===== src/rtl/assert_macros.svh =====
// ----------------------------------------------------------------------------
// Assertion macros
// Shared concurrent assertion forms; they expand to nothing under SYNTH.
// ----------------------------------------------------------------------------
`ifndef ASSERT_MACROS_SVH
`define ASSERT_MACROS_SVH

`ifndef SYNTH

// Same-cycle implication, checked at every rising edge out of reset.
`define ASSERT_IMPLY(lbl, clk, rst, ante, cons) \
   lbl: assert property (@(posedge clk) disable iff (rst) (ante) |-> (cons)) \
      else $error("%m: assertion failed");

// Next-cycle implication, checked at every rising edge out of reset.
`define ASSERT_NEXT(lbl, clk, rst, ante, cons) \
   lbl: assert property (@(posedge clk) disable iff (rst) (ante) |=> (cons)) \
      else $error("%m: assertion failed");

`else

`define ASSERT_IMPLY(lbl, clk, rst, ante, cons)
`define ASSERT_NEXT(lbl, clk, rst, ante, cons)

`endif

`endif


===== src/rtl/lis_ram.sv =====
// ----------------------------------------------------------------------------
// LIS RAM
// Simple dual-port memory: one write port, one registered read port.
// ----------------------------------------------------------------------------
module lis_ram #(
   parameter int DATA_W = 32,
   parameter int ADDR_W = 6
) (
   input  logic              clock,
   input  logic              wr_en,
   input  logic [ADDR_W-1:0] wr_addr,
   input  logic [DATA_W-1:0] wr_data,
   input  logic              rd_en,
   input  logic [ADDR_W-1:0] rd_addr,
   output logic [DATA_W-1:0] rd_data
);

   localparam int DEPTH = 1 << ADDR_W;

   logic [DATA_W-1:0] mem_ff [DEPTH];
   logic [DATA_W-1:0] rd_data_ff;

   always_ff @(posedge clock) begin
      if (wr_en) begin
         mem_ff[wr_addr] <= wr_data;
      end
      if (rd_en) begin
         rd_data_ff <= mem_ff[rd_addr];
      end
   end

   assign rd_data = rd_data_ff;

endmodule


===== config.mk =====
export PLATFORM = sky130hd
export DESIGN_NAME = lis_ram
export DESIGN_NICKNAME = d
export VERILOG_FILES = /design/src/rtl/assert_macros.svh /design/src/rtl/lis_ram.sv
export SDC_FILE = /design/constraint.sdc
export NUM_CORES = 2
export LEC_CHECK = 0
export BUFFER_PORTS_ARGS = -buffer_cell sky130_fd_sc_hd__buf_4
export CAP_MARGIN = 20
export CORE_AREA = 2 2 364 403
export CTS_BUF_LIST = sky130_fd_sc_hd__clkbuf_4 sky130_fd_sc_hd__clkbuf_8
export DETAILED_ROUTE_END_ITERATION = 12
export DIE_AREA = 0 0 366 405
export PLACE_DENSITY = 0.71
export SYNTH_ARGS = -nofsm -noshare
export SYNTH_HDL_FRONTEND = slang
export SYNTH_SLANG_ARGS = --single-unit

===== constraint.sdc =====
create_clock -name clock -period 5.61 [get_ports clock]
set_clock_uncertainty 0.1 [all_clocks]
set_input_delay 0.2805 -clock clock [delete_from_list [all_inputs] [get_ports clock]]
set_output_delay 0.2805 -clock clock [all_outputs]
set_load 0.05 [all_outputs]

==> results_dict.tcl <==
set metrics [dict create \
    p_leak_uw 0.0277 \
    crit_slowest_cell "a21oi_1" \
    grt_pass1_wl_microns 282000 \
    synth_area_per_cell_sq_um 23.7 \
    coreArea_sq_um 145000 \
    hold_ws_ns 0.0957 \
    routed_wl_microns 200000 \
    io_pins 79 \
    hp-class "in2reg" \
    setup_violations 0 \
    synth_compound_area_frac 0.0167 \
    io_buffers 78 \
    syn_nets 3371 \
    vias 38260 \
    cp-end-kind "register" \
    cts.sinks 2080 \
    die_area_sq_um 148000 \
    overflow 0 \
    path_class "in2reg" \
    pwr_density_cell_nw_per_um2 347 \
    timing.slew.headroom 0.243 \
    cts_buffer_depth 4 \
    crit_path_frequent_cell "a21oi_1" \
    crit_family "buffers and inverters" \
    synthArstFlopShare 0 \
    hpwl_microns 109000 \
    synth-xor-area-share 0 \
    cts_tree "done" \
    synth_mux_area_frac 0.167 \
    synth_top_area_share 0.792 \
    syn-instance-count 3324 \
    ys_ff_latch 2080 \
    synth-edff-count 2080 \
    n_fill_cell 9677 \
    synth_area_leaders "edfxtp_1, mux4_2, mux2i_1, o22ai_1, nor2_1" \
    grt_start_max_net_pins 79 \
    drive_gt1_frac 0.323 \
    synth_common_cells "edfxtp_1, mux4_2, nor2_1" \
    fin_crit_sh 0.570 \
    crit_required_ns 6.38 \
    finalMaxSlewViolations 0 \
    drcViolationCount 0 \
    placedCellCount 5282 \
    drtPass1Iterations 6 \
    utilization 0.614 \
    rsz0062_at_grt "false" \
    setup_tns_ns 0 \
    numCtsBuffers 320 \
    synth_most_common_cell "edfxtp_1" \
    max_freq_mhz 313 \
    fin_crit_ns 3.19 \
    ys_types 33 \
    clk_pin_slew_ns 0.06 \
    syn-cell-area_sq_um 78800 \
    critical_path.cell_chain "dlygate4sd3_1, buf_6, buf_4, or3b_1, o221ai_1, a21oi_1, a21oi_1, nor2_1" \
    clock-root-buffer "clkbuf_8" \
    wl_per_cell_microns 34.1 \
    grt_usage 0.273 \
    yosysWarnings 0 \
    fin_nets 3754 \
    yosys.area_share.simple 0.0126 \
    place_congestion 0.823 \
    ys_seq_area_frac 0.792 \
    ir_drop_mv 0.168 \
    h-tree-depth 5 \
    clk_latency_ns 1.04 \
    cp.arrival_ns 3.96 \
    vias_per_cell 6.53 \
    synth-adder-area-share 0 \
    synth_top_family_by_area "multiplexers" \
    synth-main-ff-cell "edfxtp_1" \
    synth_area_leader_cell "edfxtp_1" \
    drt-initial-drc-count 5315 \
    finalHoldViolCount 0 \
    start_kind "primary input" \
    first_global_vias 38321 \
    area_growth_pct 12.6 \
    die_w_microns 366 \
    antenna_found_initial 18 \
    status "finished clean" \
    cap_violations 0 \
    slowest_delay_ns 0.69 \
    rows 147 \
    fp.dieH_microns 405 \
    critPathMaxFanout 39 \
    ant_nets 0 \
    crit_buf_inv 3 \
    start_util 0.545 \
    instances_no_fill 5858 \
    worst_slew_pin_slew_ns 1.13 \
]
-- per-stage QoR --
step                power, uW  setup WS [ns]  instance area [sq um]
finish                  30800           2.42                  88800
global route            31600           2.50                  88800
CTS                     30900           2.59                  88800
detailed placement      19300           1.49                  82600
global placement        19300           1.50                  82500
floorplan               18500           2.07                  78800
-- kinds of logic (layout without fill, tap and decap cells) --
family          count (synthesis)  count (layout)
flops                        2080            2080
mux                           637             637
simple gates                  223             223
compound gates                202             202
buf+inv                       182             772
other cells                     0               7
-- metal layers --
| metal | up-vias | track usage | routed length [microns] |
|---|---|---|---|
| met5 | - | 0 | 74 |
| met1 | 20325 | 0.386 | 74500 |
| li1 | 15075 | - | - |
| met2 | 2540 | 0.419 | 94300 |
| met4 | 12 | 0.0858 | 5590 |
| met3 | 308 | 0.0762 | 25400 |
-- path summary, 6_finish.rpt --
kind | end | slack [ns] | cells past startpoint | from
setup reg to reg | rd_data[15] | 2.86 | 4 | mem_ff[27][15]
hold reg to reg | rd_data[20] | 0.79 | 4 | mem_ff[12][20]
hold / removal | mem_ff[32][0] | 0.1 | 3 | wr_addr[4]
setup / recovery | rd_data[10] | 2.42 | 8 | rd_addr[3]
-- layout by cell type, fill, tap and decap left out, types with 27 or more instances in the layout --
| master | n |
|---|---|
| mux4_2 | 544 |
| clkbuf_8 | 327 |
| o22ai_1 | 84 |
| mux2i_1 | 93 |
| clkbuf_4 | 81 |
| dlygate4sd3_1 | 40 |
| nor2_4 | 62 |
| edfxtp_1 | 2080 |
| buf_4 | 186 |
| nor2_1 | 75 |
| o221ai_1 | 27 |
| clkinv_1 | 81 |
| a21oi_1 | 62 |
-- flip-flops by register name, indices dropped and copies added, names as in the netlist --
name / cells
rd_data: 32
mem_ff: 2048
-- worst register-to-register path, delay by kind of cell (launching register included) --
| kind | cells | cell delay [ns] |
|---|---|---|
| simple gates | 1 | 0.12 |
| compound gates | 1 | 0.79 |
| mux | 2 | 1.06 |
| flops | 1 | 0.36 |
-- timing repair --
action | in CTS | in global routing
setup buffers | 0 | 0
resized for setup | 0 | 0
hold buffers | 40 | 0
hold endpoints to repair | 2163 | 0
-- where the power goes --
part | total, uW | switching (uW) | internal [uW]
Sequential | 17300 | 64.7 | 17200
Clock | 11800 | 5570 | 6190
Combinational | 1710 | 1110 | 599
Total | 30800 | 6740 | 24000
-- layout make-up --
cell class	count	area (sq um)	share of cell area
sequential	2080	62500	0.704
clock inverter	121	684	0.00771
antenna	7	17.5	0.000197
tap	1937	2420	0.0273
multi-input combinational	1062	16000	0.180
timing repair buffer	243	2110	0.0238
clock buffer	408	5110	0.0575
Note: power is estimated with default switching activity, not from simulation.
