File: src/rtl/assert_macros.svh
// ----------------------------------------------------------------------------
// Assertion macros
// Shared concurrent assertion forms; they expand to nothing under SYNTH.
// ----------------------------------------------------------------------------
`ifndef ASSERT_MACROS_SVH
`define ASSERT_MACROS_SVH

`ifndef SYNTH

// Same-cycle implication, checked at every rising edge out of reset.
`define ASSERT_IMPLY(lbl, clk, rst, ante, cons) \
   lbl: assert property (@(posedge clk) disable iff (rst) (ante) |-> (cons)) \
      else $error("%m: assertion failed");

// Next-cycle implication, checked at every rising edge out of reset.
`define ASSERT_NEXT(lbl, clk, rst, ante, cons) \
   lbl: assert property (@(posedge clk) disable iff (rst) (ante) |=> (cons)) \
      else $error("%m: assertion failed");

`else

`define ASSERT_IMPLY(lbl, clk, rst, ante, cons)
`define ASSERT_NEXT(lbl, clk, rst, ante, cons)

`endif

`endif

File: src/rtl/lis_pkg.sv
// ----------------------------------------------------------------------------
// LIS package
// Sizes, types and the search handshake shared by the subsequence unit.
// ----------------------------------------------------------------------------
package lis_pkg;

   localparam int MAX_ITEMS   = 64;
   localparam int VALUE_WIDTH = 32;
   localparam int IDX_W       = $clog2(MAX_ITEMS);
   localparam int CNT_W       = $clog2(MAX_ITEMS + 1);

   typedef logic signed [VALUE_WIDTH-1:0] value_type;
   typedef logic [CNT_W-1:0]              count_type;
   typedef logic [IDX_W-1:0]              index_type;

   typedef struct packed {
      logic      start;
      value_type value;
      count_type limit;
   } search_req_type;

   typedef struct packed {
      logic      done;
      count_type pos;
   } search_rsp_type;

endpackage

File: src/rtl/lis_ram.sv
// ----------------------------------------------------------------------------
// LIS RAM
// Simple dual-port memory: one write port, one registered read port.
// ----------------------------------------------------------------------------
module lis_ram #(
   parameter int DATA_W = 32,
   parameter int ADDR_W = 6
) (
   input  logic              clock,
   input  logic              wr_en,
   input  logic [ADDR_W-1:0] wr_addr,
   input  logic [DATA_W-1:0] wr_data,
   input  logic              rd_en,
   input  logic [ADDR_W-1:0] rd_addr,
   output logic [DATA_W-1:0] rd_data
);

   localparam int DEPTH = 1 << ADDR_W;

   logic [DATA_W-1:0] mem_ff [DEPTH];
   logic [DATA_W-1:0] rd_data_ff;

   always_ff @(posedge clock) begin
      if (wr_en) begin
         mem_ff[wr_addr] <= wr_data;
      end
      if (rd_en) begin
         rd_data_ff <= mem_ff[rd_addr];
      end
   end

   assign rd_data = rd_data_ff;

endmodule

File: src/rtl/lis_search.sv
// ----------------------------------------------------------------------------
// LIS tail search
// Lower-bound binary search over the tails memory with one shared compare.
// ----------------------------------------------------------------------------
module lis_search (
   input  logic                    clock,
   input  logic                    reset,
   input  lis_pkg::search_req_type req,
   output lis_pkg::search_rsp_type rsp
);

   import lis_pkg::*;

   localparam logic [1:0] S_IDLE = 2'd0;
   localparam logic [1:0] S_STEP = 2'd1;
   localparam logic [1:0] S_CMP  = 2'd2;

   logic [1:0] state_ff, state_in;
   count_type  lo_ff, lo_in;
   count_type  hi_ff, hi_in;
   value_type  val_ff, val_in;
   count_type  mid;
   logic       open;
   logic       finish;
   logic       rd_en;
   value_type  rd_data;

   // Midpoint of the open range; it stays put from the read to the compare.
   assign mid    = lo_ff + ((hi_ff - lo_ff) >> 1);
   assign open   = lo_ff < hi_ff;
   assign finish = (state_ff == S_STEP) && !open;
   assign rd_en  = (state_ff == S_STEP) && open;

   lis_ram #(
      .DATA_W (VALUE_WIDTH),
      .ADDR_W (IDX_W)
   ) u_tails (
      .clock   (clock),
      .wr_en   (finish),
      .wr_addr (lo_ff[IDX_W-1:0]),
      .wr_data (val_ff),
      .rd_en   (rd_en),
      .rd_addr (mid[IDX_W-1:0]),
      .rd_data (rd_data)
   );

   always_comb begin
      state_in = state_ff;
      lo_in    = lo_ff;
      hi_in    = hi_ff;
      val_in   = val_ff;
      unique case (state_ff)
         S_IDLE: begin
            if (req.start) begin
               lo_in    = '0;
               hi_in    = req.limit;
               val_in   = req.value;
               state_in = S_STEP;
            end
         end
         S_STEP: begin
            if (open) begin
               state_in = S_CMP;
            end else begin
               state_in = S_IDLE;
            end
         end
         S_CMP: begin
            if (rd_data < val_ff) begin
               lo_in = mid + 1'b1;
            end else begin
               hi_in = mid;
            end
            state_in = S_STEP;
         end
         default: begin
            state_in = S_IDLE;
         end
      endcase
   end

   always_ff @(posedge clock) begin
      if (reset) begin
         state_ff <= S_IDLE;
      end else begin
         state_ff <= state_in;
      end
      lo_ff  <= lo_in;
      hi_ff  <= hi_in;
      val_ff <= val_in;
   end

   assign rsp.done = finish;
   assign rsp.pos  = lo_ff;

endmodule
File: config.mk
export PLATFORM = sky130hd
export DESIGN_NAME = lis_search
export DESIGN_NICKNAME = d
export VERILOG_FILES = /design/src/rtl/assert_macros.svh /design/src/rtl/lis_pkg.sv /design/src/rtl/lis_ram.sv /design/src/rtl/lis_search.sv
export SDC_FILE = /design/constraint.sdc
export NUM_CORES = 2
export LEC_CHECK = 0
export BUFFER_PORTS_ARGS = -buffer_cell sky130_fd_sc_hd__buf_4
export CAP_MARGIN = 40
export CORE_ASPECT_RATIO = 1.1
export CORE_UTILIZATION = 57
export DETAILED_ROUTE_END_ITERATION = 7
export PLACE_DENSITY = 0.84
export SETUP_SLACK_MARGIN = 0.05
export SYNTH_ARGS = -nofsm -noshare
export SYNTH_HDL_FRONTEND = slang
export SYNTH_HIERARCHICAL = 1
export SYNTH_SLANG_ARGS = --single-unit
File: constraint.sdc
create_clock -name clock -period 4.8 [get_ports clock]
set_input_delay 0.96 -clock clock [delete_from_list [all_inputs] [get_ports clock]]
set_output_delay 0.96 -clock clock [all_outputs]
set_load 0.02 [all_outputs]
==> metrics <==
fin util=0.6571; Fillers=8148; # IOs=50; worst path required time=5.38 ns; Slew Limit Fails=0; RSZ-0062 raised after global routing=false; Power Density=578.9 nW/um^2; HPWL after DPL=124200 um; row cnt=145; min Tclk post-route=4.713 ns; commonest non-fill, non-tap cell in the layout=edfxtp_1; Die Height=399.5 um; final hold slack=0.2930 ns; Syn Nets=3698; grt met2 use=0.5245; Fin. Hold Viols=0; GR Layer Usage met1=0.4056; share of cells above drive strength 1=0.2990; CTS tree=done; most frequent cells in the layout=edfxtp_1 (2126), mux4_2 (544), buf_4 (222); H-tree Lvls=4; Area Growth Syn to Fin=14.13%; Die ar.=145200 sq um; EDFF count, synth=2126; status=complete, but fails checks; total global-route track usage=0.3348; Slew @ Worst Pin=0.9489 ns; Setup crit start kind=register; Worst-Skew Late Latency=0.84 ns; clk sinks=2128; Post-Route Setup TNS=0 ns; GR Util met3=0.09693; Post-Synthesis Cell Area=81890 sq um; via count of the routed design=43420; register area=63880 sq um; Slew HR=0.3650; Longest Clk Path Bufs=3; first-pass GRT wire length=332500 um; Final Power=54.10 mW; busiest grt layer=met2; initial antenna violation count=11; Synth async-reset ratio=0; Setup WS pre-CTS=-0.05102 ns; Syn. warnings=6; average wire per standard cell=39.97 um; root buffer cell=clkbuf_16; CP Capture Type=register; TritonRoute pass-1 iters=8; Mean Syn Cell Area=22.69 sq um; clk slew on worst S/H paths=0.06 ns; Starting Density=0.5757; Fmax=212.2 MHz; Crit Path Class=register to register; Die Width=363.4 um; Max Clock Skew=0.03168 ns; peak supply drop=0.4562 mV; PortBufs=49; Yosys reg bits=2128; Final WS setup=0.08686 ns; failing checks=design-rule violations; vias in the first global route=43400; Total Wirelength=240000 um; post-synthesis cell type count=59; Routed Antenna Nets=0; GRT overflow=0; post-route design area=93460 sq um; vias per inst=7.231; CP Data Arrival Time=5.29 ns; final cycle utilization of the critical path=0.9819; Final setup viols=0; leakage=29.57 nW; synthesized instance count=3609; global placement routability congestion=0.9461; Hold Path Class=input pin to register; Seq/Total Area, Yosys=0.7801; CTS Hold Bufs=0; residual DRC count=22; CTS Buf Count=196; multi-input logic area=17590 sq um; Max-Cap Viols=0; final net count=4015; placed insts=5631; Starting DRT DRC Count=8147; non-filler instance count after layout=6004; largest net degree at the start of global routing=65; DP Area=87120 sq um; ys flop type=edfxtp_1; Crit Path Max Fanout=35; core area=142200 sq um
==> worst paths after layout <==
path | cells after the start | end | slack, ns | start
worst min register to register | 2 | state_ff[1] | 0.72 | state_ff[0]
worst max-delay path | 12 | u_tails/rd_data[11] | 0.09 | lo_ff[0]
worst max register to register | 12 | u_tails/rd_data[11] | 0.09 | lo_ff[0]
worst min-delay path | 1 | val_ff[1] | 0.29 | req[8]
==> where the power goes <==
part | total, mW | switching (mW) | leakage (nW) | internal [mW]
Combinational | 17.8 | 11.0 | 7.41 | 6.79
Clock | 15.3 | 6.99 | 3.00 | 8.33
Sequential | 21.0 | 0.122 | 19.2 | 20.8
Total | 54.1 | 18.1 | 29.6 | 36.0
==> registers in the layout (all words and copies together) (netlist names) <==
name / count
u_tails/mem_ff: 2048
u_tails/rd_data: 32
val_ff: 32
hi_ff: 7
lo_ff: 7
state_ff: 2
==> worst max-delay path, stage by stage (launching register included) <==
cell      delay, ns
edfxtp_1       0.39
ha_1           0.22
inv_1          0.07
fa_1           0.46
ha_4           0.19
fa_4           0.88
buf_12         0.29
buf_12         0.28
mux4_2         0.36
mux4_2         0.54
o22ai_1        0.43
buf_4          0.23
nor2_1         0.05
==> layer usage <==
layer	part of all wire	wire, um	up-vias
met5	0.00060	143	-
li1	-	-	15930
met3	0.14	33890	1075
met4	0.086	20620	10
met2	0.47	112600	4321
met1	0.30	72690	22080
==> kinds of logic (layout without fill, tap and decap cells) <==
group	count (synthesis)	count (layout)	share of synthesized area
DFF	2128	2128	0.7801
buffers and inverters	235	716	0.01329
other	0	3	0
xor gates and xnor gates	10	10	0.001070
adders and majority gates	47	47	0.007364
muxes	637	637	0.1610
and+or+nand+nor	291	291	0.01617
AOI/OAI and AO/OA	261	261	0.02107
==> Yosys cell counts (all sizes together), types with 3 or more instances <==
cell / n / area [sq um]
inv: 50 / 187.7
and3: 6 / 43.79
nand3: 9 / 45.04
nand4: 6 / 37.54
nor2b: 19 / 118.9
nand2b: 11 / 68.82
clkbuf: 76 / 285.3
edfxtp: 2126 / 63840
o21ai: 12 / 60.06
nor3: 11 / 55.05
buf: 109 / 615.6
xnor2: 8 / 70.07
nand2: 53 / 198.9
a22oi: 12 / 90.09
ha: 45 / 563.0
a21o: 6 / 46.30
and2: 3 / 18.77
o32ai: 4 / 35.03
o22ai: 84 / 525.5
or2: 3 / 18.78
o221ai: 27 / 236.5
a21oi: 82 / 410.4
mux4: 544 / 12250
a41o: 5 / 50.05
a311oi: 10 / 87.58
nand3b: 6 / 45.04
or3b: 5 / 43.80
a31oi: 3 / 18.77
nor3b: 3 / 22.52
or3: 5 / 31.28
mux2i: 93 / 930.9
a211oi: 4 / 35.03
nor2: 149 / 559.3
==> final cells by class <==
type                       count  area share
clock buffer                 247     0.05567
multi-input combinational   1246      0.1882
clock inverter               115    0.009813
timing repair buffer         304     0.03514
inverter                      50    0.002035
tap                         1911     0.02558
antenna                        3  0.00008033
sequential                  2128      0.6835
==> repair_timing <==
item	CTS	global route
endpoints found under the setup margin	10	29
setup buffers	0	4
hold endpoints to repair	0	0
resized for setup	9	19
pin swaps	0	2
Power figures use the tool's default switching activity.
